File: config.mk
export PLATFORM = sky130hd
export DESIGN_NAME = lhd_ctrl
export DESIGN_NICKNAME = d
export VERILOG_FILES = /design/src/rtl/lhd_pkg.sv /design/src/rtl/lhd_ctrl.sv
export SDC_FILE = /design/constraint.sdc
export NUM_CORES = 1
export LEC_CHECK = 0
export BUFFER_PORTS_ARGS = -buffer_cell sky130_fd_sc_hd__buf_4
export CORE_MARGIN = 1
export CORE_UTILIZATION = 35
export DETAILED_ROUTE_END_ITERATION = 7
export MAX_ROUTING_LAYER = met4
export PLACE_DENSITY = 0.6
export SYNTH_ARGS = -nofsm -noshare
export SYNTH_HDL_FRONTEND = slang
export SYNTH_SLANG_ARGS = --single-unit
File: constraint.sdc
create_clock -name clk -period 3.6 [get_ports clk]
set_input_delay 0.72 -clock clk [delete_from_list [all_inputs] [get_ports clk]]
set_output_delay 0.72 -clock clk [all_outputs]
set_load 0.02 [all_outputs]
File: src/rtl/lhd_pkg.sv
// ----------------------------------------------------------------------------
// lhd_pkg
// Shared types, codes and defaults of the lightmap hole dilation block.
// ----------------------------------------------------------------------------
package lhd_pkg;

  localparam int PAGE_SIDE_DEF    = 64;
  localparam int CHANNEL_BITS_DEF = 16;

  localparam logic [1:0] MODE_WRITE = 2'd0;
  localparam logic [1:0] MODE_RUN   = 2'd1;
  localparam logic [1:0] MODE_READ  = 2'd2;

  localparam logic RESULT_READ = 1'b0;
  localparam logic RESULT_DONE = 1'b1;

  localparam logic REG_PASS_COUNT  = 1'b0;
  localparam logic REG_SIDE_IN_USE = 1'b1;

  localparam logic [3:0] PASS_COUNT_RST  = 4'd3;
  localparam logic [6:0] SIDE_IN_USE_RST = 7'd64;

  // neighbour slot 0..8 issues a read, slot 9 only collects the last one
  localparam logic [3:0] NB_LAST = 4'd9;

  localparam logic [1:0] OFF_NEG  = 2'd0;
  localparam logic [1:0] OFF_ZERO = 2'd1;
  localparam logic [1:0] OFF_POS  = 2'd2;

  typedef struct packed {
    logic [1:0]  mode;
    logic [11:0] texel_index;
    logic [15:0] red_in;
    logic [15:0] green_in;
    logic [15:0] blue_in;
    logic        covered_in;
  } req_t;

  typedef struct packed {
    logic        result_kind;
    logic [15:0] red_out;
    logic [15:0] green_out;
    logic [15:0] blue_out;
    logic        covered_out;
  } res_t;

  typedef struct packed {
    logic       host_wr;
    logic       host_rd;
    logic       run_init;
    logic       pass_init;
    logic       cen_rd;
    logic       nb_step;
    logic [3:0] nb_k;
    logic       div_init;
    logic       div_step;
    logic       wb;
    logic       tail_rd;
    logic       tail_wr;
    logic       pass_end;
    logic       load_rd;
    logic       load_fin;
  } cmd_t;

  typedef struct packed {
    logic passes_done;
    logic side_zero;
    logic ccov;
    logic cnt_zero;
    logic last_texel;
    logic tail_done;
    logic out_free;
  } sts_t;

  function automatic logic [1:0] nb_dx(input logic [3:0] k);
    case (k)
      4'd0, 4'd3, 4'd6: nb_dx = OFF_NEG;
      4'd2, 4'd5, 4'd8: nb_dx = OFF_POS;
      default:          nb_dx = OFF_ZERO;
    endcase
  endfunction

  function automatic logic [1:0] nb_dy(input logic [3:0] k);
    case (k)
      4'd0, 4'd1, 4'd2: nb_dy = OFF_NEG;
      4'd6, 4'd7, 4'd8: nb_dy = OFF_POS;
      default:          nb_dy = OFF_ZERO;
    endcase
  endfunction

endpackage

File: src/rtl/lhd_ctrl.sv
// ----------------------------------------------------------------------------
// lhd_ctrl
// Sequencer: host requests, pass loop, neighbour reads, divide, tail copy.
// ----------------------------------------------------------------------------
module lhd_ctrl #(
  parameter int CHANNEL_BITS = lhd_pkg::CHANNEL_BITS_DEF
) (
  input  logic          clk,
  input  logic          rst,
  input  logic          req_valid,
  input  logic [1:0]    req_mode,
  output logic          req_stall,
  input  lhd_pkg::sts_t sts,
  output lhd_pkg::cmd_t cmd
);
  import lhd_pkg::*;

  localparam int AW     = CHANNEL_BITS + 3;
  localparam int DIVC_W = $clog2(AW + 1);

  localparam logic [3:0] S_IDLE   = 4'd0;
  localparam logic [3:0] S_RD     = 4'd1;
  localparam logic [3:0] S_PSTART = 4'd2;
  localparam logic [3:0] S_CEN    = 4'd3;
  localparam logic [3:0] S_NB     = 4'd4;
  localparam logic [3:0] S_DEC    = 4'd5;
  localparam logic [3:0] S_DIV    = 4'd6;
  localparam logic [3:0] S_WB     = 4'd7;
  localparam logic [3:0] S_TRD    = 4'd8;
  localparam logic [3:0] S_TWR    = 4'd9;
  localparam logic [3:0] S_FIN    = 4'd10;

  logic [3:0]        state, state_next;
  logic [3:0]        nb_k, nb_k_next;
  logic [DIVC_W-1:0] div_cnt, div_cnt_next;
  logic              accept;

  assign req_stall = (state != S_IDLE) || !sts.out_free;
  assign accept    = req_valid && !req_stall;

  always_comb begin
    state_next   = state;
    nb_k_next    = nb_k;
    div_cnt_next = div_cnt;
    cmd          = '0;
    cmd.nb_k     = nb_k;
    case (state)
      S_IDLE: begin
        if (accept) begin
          case (req_mode)
            MODE_WRITE: cmd.host_wr = 1'b1;
            MODE_READ: begin
              cmd.host_rd = 1'b1;
              state_next  = S_RD;
            end
            MODE_RUN: begin
              cmd.run_init = 1'b1;
              state_next   = S_PSTART;
            end
            default: ;
          endcase
        end
      end
      S_RD: begin
        if (sts.out_free) begin
          cmd.load_rd = 1'b1;
          state_next  = S_IDLE;
        end
      end
      S_PSTART: begin
        if (sts.passes_done) begin
          state_next = S_FIN;
        end else begin
          cmd.pass_init = 1'b1;
          state_next    = sts.side_zero ? S_TRD : S_CEN;
        end
      end
      S_CEN: begin
        cmd.cen_rd = 1'b1;
        nb_k_next  = '0;
        state_next = S_NB;
      end
      S_NB: begin
        cmd.nb_step = 1'b1;
        nb_k_next   = nb_k + 4'd1;
        if (nb_k == NB_LAST) begin
          state_next = S_DEC;
        end
      end
      S_DEC: begin
        if (!sts.ccov && !sts.cnt_zero) begin
          cmd.div_init = 1'b1;
          div_cnt_next = '0;
          state_next   = S_DIV;
        end else begin
          state_next = S_WB;
        end
      end
      S_DIV: begin
        cmd.div_step = 1'b1;
        div_cnt_next = div_cnt + DIVC_W'(1);
        if (div_cnt == DIVC_W'(AW - 1)) begin
          state_next = S_WB;
        end
      end
      S_WB: begin
        cmd.wb     = 1'b1;
        state_next = sts.last_texel ? S_TRD : S_CEN;
      end
      S_TRD: begin
        if (sts.tail_done) begin
          cmd.pass_end = 1'b1;
          state_next   = S_PSTART;
        end else begin
          cmd.tail_rd = 1'b1;
          state_next  = S_TWR;
        end
      end
      S_TWR: begin
        cmd.tail_wr = 1'b1;
        state_next  = S_TRD;
      end
      S_FIN: begin
        if (sts.out_free) begin
          cmd.load_fin = 1'b1;
          state_next   = S_IDLE;
        end
      end
      default: state_next = S_IDLE;
    endcase
  end

  always_ff @(posedge clk) begin
    if (rst) begin
      state   <= S_IDLE;
      nb_k    <= '0;
      div_cnt <= '0;
    end else begin
      state   <= state_next;
      nb_k    <= nb_k_next;
      div_cnt <= div_cnt_next;
    end
  end

`ifndef SYNTHESIS
  a_take_only_idle: assert property (@(posedge clk) disable iff (rst)
    !req_stall |-> state == S_IDLE)
    else $error("request taken outside idle");
  a_div_bound: assert property (@(posedge clk) disable iff (rst)
    state == S_DIV |-> div_cnt < DIVC_W'(AW))
    else $error("divide step count overran");
  a_nb_bound: assert property (@(posedge clk) disable iff (rst)
    state == S_NB |-> nb_k <= NB_LAST)
    else $error("neighbour slot overran");
  a_fin_exit: assert property (@(posedge clk) disable iff (rst)
    state == S_FIN |=> (state == S_FIN || state == S_IDLE))
    else $error("finish state left wrongly");
`endif

endmodule

-- Yosys cells after proc, flatten, opt, wreduce, memory -nomap -nowiden
Cells that the tools add are included.
- add/subtract/negate cells: 2
- multipliers: 0
- divide/modulo/power cells: 0
- $lt $le $gt $ge: 0
- eq/ne operators: 20
- shifts and indexed selects: 0
- mux-type cells: 35
- bitwise gates (word level): 0
- reductions and logical operators: 15
- operators with widths (operator ; number):
    case mux 4 bit (10 select lines) ; 1
    2-to-1 mux 4 bit ; 8
    2-to-1 mux 1 bit ; 20
    == test 4 x 3 -> 1 bit (second input constant) ; 4
    == test 4 bit (second input constant) ; 4
    case mux 4 bit (2 select lines) ; 2
    case mux 5 bit (2 select lines) ; 1
    == test 4 x 2 -> 1 bit (second input constant) ; 2
    inequality test 2 bit (second input constant) ; 4
    2-to-1 mux 3 bit ; 2
    adder 5 x 1 -> 5 bit (second input constant) ; 1
    == test 5 bit (second input constant) ; 1
    2-to-1 mux 5 bit ; 1
    AND reduction 5 bit ; 1
    adder 4 x 1 -> 4 bit (second input constant) ; 1
    == test 4 x 1 -> 1 bit (second input constant) ; 1
    logical NOT 1 bit ; 4
    logical NOT 4 bit ; 1
    nonzero test 2 bit ; 2
    nonzero test 4 bit ; 1
    inequality test 3 x 1 -> 1 bit (second input constant) ; 1
    == test 2 x 1 -> 1 bit (second input constant) ; 1
    == test 2 bit (second input constant) ; 1
    logical AND 1 bit ; 2
    5 further kinds ; 5
- bits in registers: 13
- bits in latches: 0
- bits in writable memories: 0
- bits in read-only memories: 0
- bits of input ports: 12
- output and inout bits: 19
- word-level logic and storage cells: 75
- memories kept: 0

-- Depth between registers and ports, before layout
Gate-level depths: netlist (run 1).
- depth in word-level cells: 6
- depth in mapped cells: 7
- mapped depth without buffers: 7

-- Worst setup path before layout (run 1)
No wires, ideal clock.
- kind: input port to output port
- start: in sts[4] (netlist name)
- end: out cmd[7] (netlist name)
- data arrival time: 1.439 ns
- required time: 2.880 ns
- slack: 1.441 ns
- stages on the path: 1
- buffers on the path: 0
- cell sequence: nor4_1
- longest elaborated chain between the ends: 4
- RTL lines (element ; RTL line ; RTL):
    start: declaration ; lhd_ctrl.sv:13 ; input lhd_pkg::sts_t sts,
    logical NOT 1 bit ; lhd_ctrl.sv:91 ; if (!sts.ccov && !sts.cnt_zero) begin
    logical AND 1 bit ; lhd_ctrl.sv:91 ;
    2-to-1 mux 1 bit ; lhd_ctrl.sv:91 ;
    2-to-1 mux 1 bit ; lhd_ctrl.sv:47 ; case (state)
    end: declaration ; lhd_ctrl.sv:14 ; output lhd_pkg::cmd_t cmd
Every way passes these cells.

==> impl_metrics.toml, run 1 <==
[synthesis]
synth_edf_count = 0
yosysTopAreaCell = "dfxtp_1"
synth_top_cells_by_area = "dfxtp_1, nor2_1, nand2_1, a21oi_1, ha_1"
synth_cell_types = 40
synthFlopType = "dfxtp_1"
yosysWarnings = 0
synthArstFlopShare_pct = 0
syn_nets = 151
yosysMostFrequentCell = "nor2_1"
netlist_area_mm2 = 0.001007
synth_seq_cells = 13
synth_top_area_share_pct = 25.84
syn-instance-count = 135
avgSynthCellArea_um2 = 7.461
synth_common_cells = "nor2_1, nand2_1, dfxtp_1"
ys_seq_area_share_pct = 25.84

[clocking]
cts_root_buffer = "clkbuf_4"
ctsHoldBuffers = 0
cts_buffers = 3
cts_tree = "yes"
cts_resized = 0
cts.path.max_buffers = 2
clk_latency_ns = 0.28
clock_sinks = 13
htreeDepth = 1
postCtsSetupRepairBufs = 0
clkTransAtPathRegs_ns = 0.09

[sta]
tns_ns = 0
finClkSkew_ns = 0.01312
finalMaxSlewViolations = 0
rsz0062_at_grt = "no"
max_freq_mhz = 401.8
post-route-period-util_pct = 69.13
tightest_slew_ns = 0.5604
setup_slack_ns = 1.111
setup_viol = 0
period_minus_slack_ns = 2.489
hold_viol = 0
slew_headroom_pct = 62.59

[worst_setup_path]
required_ns = 2.88
crit_path_start_kind = "flop"
cp_cell_sequence = "nor2_1 > nand4_1 > nor3b_1 > buf_4"
max_stage_delay_ns = 0.47
cp_max_fo = 14
cp_slowest_cell = "dfxtp_1"
crit_type = "flop to primary output"
cp.arrival_ns = 1.77
cp-end-kind = "primary output"

[floorplan]
ios = 31
die-area_mm2 = 0.003096
die-height_um = 55.65
core-area_mm2 = 0.002734
rows = 19
start_util_pct = 36.84
die_w_um = 55.65

[grt]
grt_start_max_net_pins = 20
grt_first_pass_wirelength_um = 4312
grt_pass1_vias = 962
overflow = 0
grt.total_usage_pct = 17.90
antenna_found_initial = 0

[detailed_routing]
routedWlPerCell_um = 12.94
ant_nets = 0
drt_iter0_markers = 40
drc_errors = 0
via_count = 1046
drt_first_pass_iters = 4
finalWirelength_um = 2485
avgViaCountPerCell = 5.448

[power_and_ir_drop]
seqPwrFrac_pct = 47.3
combPwrFrac_pct = 26.6
pwr_density_cell_mw_per_mm2 = 279.8
internal-power_mw = 0.2331
clockPowerShare_pct = 26.2
p_switching_mw = 0.1173
peakVddDrop_mv = 0.2614
p_leak_nw = 0.5083
sw_frac_of_total_pct = 33.48

[layout]
finalNetCount = 178
diodes = 0
final_cells = 192
drive_above_1_share_pct = 26.09
area_growth_syn_to_layout_pct = 24.35
fillCellCount = 291

[flow_run]
drv_cap = 0

[hold_path]
hold_path_class = "flop to flop"

[placed_design]
finalWeightedCongestion = 0.8274
port_buffers = 30
hpwl_um = 1889
place_inst = 188
pre_cts_slack_ns = 1.434

[status]
status = "complete, no violations"
==> flip-flops by register name (all words and copies together), names as in the netlist <==
register,count
nb_k,4
state,4
div_cnt,5
==> metrics by stage <==
| step | utilization [%] | area [um^2] | total power, mW | hold WS, ns |
|---|---|---|---|---|
| 6_report | 45.81 | 1252 | 0.3504 | 0.5012 |
| 5_1_grt | 45.81 | 1252 | 0.3749 | 0.5434 |
| 4_1_cts | 45.81 | 1252 | 0.3557 | 0.5058 |
| 3_5_place_dp | 44.81 | 1225 | 0.2621 | 0.4823 |
| 3_3_place_gp | 44.81 | 1225 | 0.2608 | 0.4780 |
| 2_1_floorplan | - | 1007 | 0.2310 | 0.4430 |
==> final timing paths <==
path / start / end / slack (ns) / depth (start not counted)
setup / recovery: state[2]$_SDFFE_PP0P_ / cmd[16] / 1.11 / 4
hold / removal: div_cnt[4]$_SDFFE_PP0P_ / div_cnt[4]$_SDFFE_PP0P_ / 0.50 / 1
setup reg to reg: state[3]$_SDFFE_PP0P_ / state[0]$_SDFFE_PP0P_ / 1.82 / 5
hold reg to reg: div_cnt[4]$_SDFFE_PP0P_ / div_cnt[4]$_SDFFE_PP0P_ / 0.50 / 1
==> layout by cell type (no fill, tap or decap), drive strengths merged, types with 2 or more instances in the layout <==
| cell | count |
|---|---|
| nand4 | 2 |
| nand3 | 4 |
| and3 | 3 |
| o21ai | 5 |
| a311oi | 3 |
| nor4 | 3 |
| a21oi | 10 |
| inv | 3 |
| a211oi | 3 |
| nor2b | 5 |
| xor2 | 2 |
| a41oi | 2 |
| clkinv | 2 |
| nand2 | 14 |
| nor2 | 20 |
| o211ai | 2 |
| clkbuf | 3 |
| nand2b | 7 |
| buf | 30 |
| a22o | 2 |
| nor3 | 6 |
| dfxtp | 13 |
| ha | 4 |
==> critical path: cells and delay by family (launching register included) <==
family / cells / cell delay (ns)
simple gates: 3 / 0.85
buf+inv: 1 / 0.17
flops: 1 / 0.47
==> logic make-up after synthesis <==
kind of cell	Yosys count	share of synthesized area, %
DFF	13	25.84
buffers and inverters	12	6.583
AOI/OAI and AO/OA	31	21.24
adders and majority gates	4	4.969
muxes	1	1.118
and+or+nand+nor	72	38.51
xor gates and xnor gates	2	1.739
==> routing by layer <==
| metal | vias to the layer above | share of wire [%] | GRT usage (%) |
|---|---|---|---|
| met5 | - | 0 | - |
| met4 | 0 | 0.93 | 7.143 |
| met3 | 2 | 4.1 | 4.186 |
| met2 | 33 | 51 | 27.54 |
| met1 | 473 | 44 | 22.69 |
| li1 | 538 | - | - |
==> power groups by stage <==
| stage | combinational, mW | sequential, mW | clock, mW |
|---|---|---|---|
| 3_3_place_gp | 0.0930 | 0.168 | 0 |
| 5_1_grt | 0.103 | 0.168 | 0.104 |
| 3_5_place_dp | 0.0932 | 0.169 | 0 |
| 2_1_floorplan | 0.0774 | 0.154 | 0 |
| 4_1_cts | 0.0939 | 0.166 | 0.0960 |
| 6_report | 0.0931 | 0.166 | 0.0917 |
==> layout make-up <==
| cell class | instances | area [um^2] | share of cell area, % |
|---|---|---|---|
| clock inverter | 1 | 5.005 | 0.3996 |
| sequential | 13 | 260.3 | 20.78 |
| tap | 31 | 38.79 | 3.097 |
| inverter | 4 | 20.02 | 1.598 |
| multi-input combinational | 110 | 680.7 | 54.35 |
| clock buffer | 3 | 22.52 | 1.798 |
| timing repair buffer | 30 | 225.2 | 17.98 |
Power figures use the tool's default switching activity.
==> run 2: changes to the inputs <==
==> constraint.sdc (replaced) <==
create_clock -name clk -period 2.4 [get_ports clk]
set_input_delay 0.48 -clock clk [delete_from_list [all_inputs] [get_ports clk]]
set_output_delay 0.48 -clock clk [all_outputs]
set_load 0.02 [all_outputs]
==> run 2 against run 1 <==
- core utilization rose by 0.091 points
- non-clock buffer count unchanged
- critical path depth did not move
- via count decreased by 0.38%
- clock power is 53% higher
- global-route usage fell by 1.4 points
- design area is 0.20% higher
- sequential cell count stayed put
- hold slack worse by 0.028 ns
- largest power group unchanged
- first-iteration DRC count up 10%
==> impl_metrics.toml, run 2 (same netlist as run 1, synthesis figures left out) <==
[floorplan]
rows = 19
die-height_um = 55.65
start_util_pct = 36.84
die_w_um = 55.65
core-area_mm2 = 0.002734
ios = 31
die-area_mm2 = 0.003096

[layout]
reg_top3 = "div_cnt: 5 flops, nb_k: 4 flops, state: 4 flops"
diodes = 0
finalNetCount = 178
area_growth_syn_to_layout_pct = 24.60
regMostFlops = "div_cnt"
most-common-layout-cells = "buf_4, nor2_1, nand2_1"
final_common_cell = "buf_4"
largest_reg_flops = 5
drive_above_1_share_pct = 26.71
utilization_pct = 45.90
final_cells = 192

[clocking]
cts_root_buffer = "clkbuf_4"
postCtsSetupRepairBufs = 0
clkTransAtPathRegs_ns = 0.09
cts_tree = "yes"
clock_sinks = 13
cts_buffers = 3
cts.path.max_buffers = 2
clk_latency_ns = 0.29
htreeDepth = 1

[status]
status = "complete, no violations"

[worst_setup_path]
cp_cell_sequence = "nor2_2 > nand4_1 > nor3b_1 > buf_4"
cp_max_fo = 14
critical_path.reg2reg.startpoint = "state[3]$_SDFFE_PP0P_"
cp.arrival_ns = 1.70
worstReg2RegEnd = "state[0]$_SDFFE_PP0P_"
crit_type = "flop to primary output"
crit_path_start_kind = "flop"
cp-end-kind = "primary output"
worst-r2r-cell-count = 5
critical_path.top_delay_family = "simple AND/OR/NAND/NOR gates"
critPathBufInv = 1
required_ns = 1.92
max_stage_delay_ns = 0.48
cp_slowest_cell = "dfxtp_1"
reg2reg_slack_ns = 0.58

[power_and_ir_drop]
peakVddDrop_mv = 0.3550
p_switching_mw = 0.1794
combPwrFrac_pct = 26.5
internal-power_mw = 0.3500
sw_frac_of_total_pct = 33.89
clockPowerShare_pct = 26.4
pwr_density_cell_mw_per_mm2 = 421.9
p_leak_nw = 0.5092
seqPwrFrac_pct = 47.1

[detailed_routing]
avgViaCountPerCell = 5.427
finalWirelength_um = 2460
routedWlPerCell_um = 12.81
drt_iter0_markers = 44
drt_first_pass_iters = 4
ant_nets = 0
via_count = 1042
drc_errors = 0

[flow_run]
drv_cap = 0

[placed_design]
port_buffers = 30
finalWeightedCongestion = 0.8782
place_inst = 188
hpwl_um = 1855
pre_cts_slack_ns = 0.4416

[sta]
slew_headroom_pct = 61.10
rsz0062_at_grt = "no"
tns_ns = 0
holdWs_ns = 0.4733
period_minus_slack_ns = 2.180
finalMaxSlewViolations = 0
tightest_slew_ns = 0.5827
post-route-period-util_pct = 90.83
setup_slack_ns = 0.2201
finClkSkew_ns = 0.01238
hold_viol = 0
max_freq_mhz = 458.7
setup_viol = 0

[grt]
grt_start_max_net_pins = 20
grt_first_pass_wirelength_um = 3946
overflow = 0
grt_pass1_vias = 903
grt.total_usage_pct = 16.46
antenna_found_initial = 0

[hold_path]
min_to = "div_cnt[0]$_SDFFE_PP0P_"
hold_start = "rst"
worstHoldPathCells = 2
hold_path_class = "input port to flop"
==> run 2: cell counts in the layout (fill, tap and decap cells not counted) <==
Identical to the previous run, type by type.
==> run 2: power groups by stage <==
stage | logic [mW] | registers, mW | clock network [mW]
detailed placement | 0.139 | 0.254 | 0
finish | 0.140 | 0.249 | 0.140
global route | 0.153 | 0.252 | 0.159
global placement | 0.139 | 0.252 | 0
CTS | 0.140 | 0.249 | 0.144
floorplan | 0.116 | 0.230 | 0
==> run 2: final cells by class <==
class | count | area (um^2)
clock buffer | 3 | 22.52
clock inverter | 1 | 5.005
fill | 281 | 1479
inverter | 4 | 20.02
multi-input combinational | 110 | 683.2
sequential | 13 | 260.3
tap | 31 | 38.79
timing repair buffer | 30 | 225.2
==> run 2: per-layer routing <==
| metal | GRT usage, % | wire (um) | up-vias | share of wire [%] |
|---|---|---|---|---|
| met3 | 4.419 | 149 | 4 | 6.1 |
| li1 | - | - | 537 | - |
| met1 | 20.75 | 1097 | 459 | 45 |
| met2 | 25.30 | 1178 | 42 | 48 |
| met4 | 6.071 | 35 | 0 | 1.4 |
| met5 | - | 0 | - | 0 |
==> run 2: timing repair <==
| item | CTS | global route |
|---|---|---|
| resized for setup | 0 | 1 |
| hold buffers | 0 | 0 |
| endpoints found under the hold margin | 0 | 0 |
| setup endpoints to repair | 0 | 2 |
==> run 2: worst max-delay path by stage <==
stage                          startpoint      end  slack [ns]  depth (start not counted)
CTS                 state[2]$_SDFFE_PP0P_  cmd[16]        0.12                          4
global route        state[2]$_SDFFE_PP0P_  cmd[16]        0.11                          4
floorplan           state[2]$_SDFFE_PP0P_  cmd[14]        0.53                          3
finish              state[2]$_SDFFE_PP0P_  cmd[16]        0.22                          4
global placement    state[2]$_SDFFE_PP0P_  cmd[16]        0.53                          4
detailed placement  state[2]$_SDFFE_PP0P_  cmd[16]        0.44                          4
==> run 2: metrics by stage <==
step	area, um^2	total power [mW]
finish	1255	0.5295
global route	1255	0.5636
CTS	1252	0.5326
detailed placement	1225	0.3933
global placement	1225	0.3917
floorplan	1007	0.3465
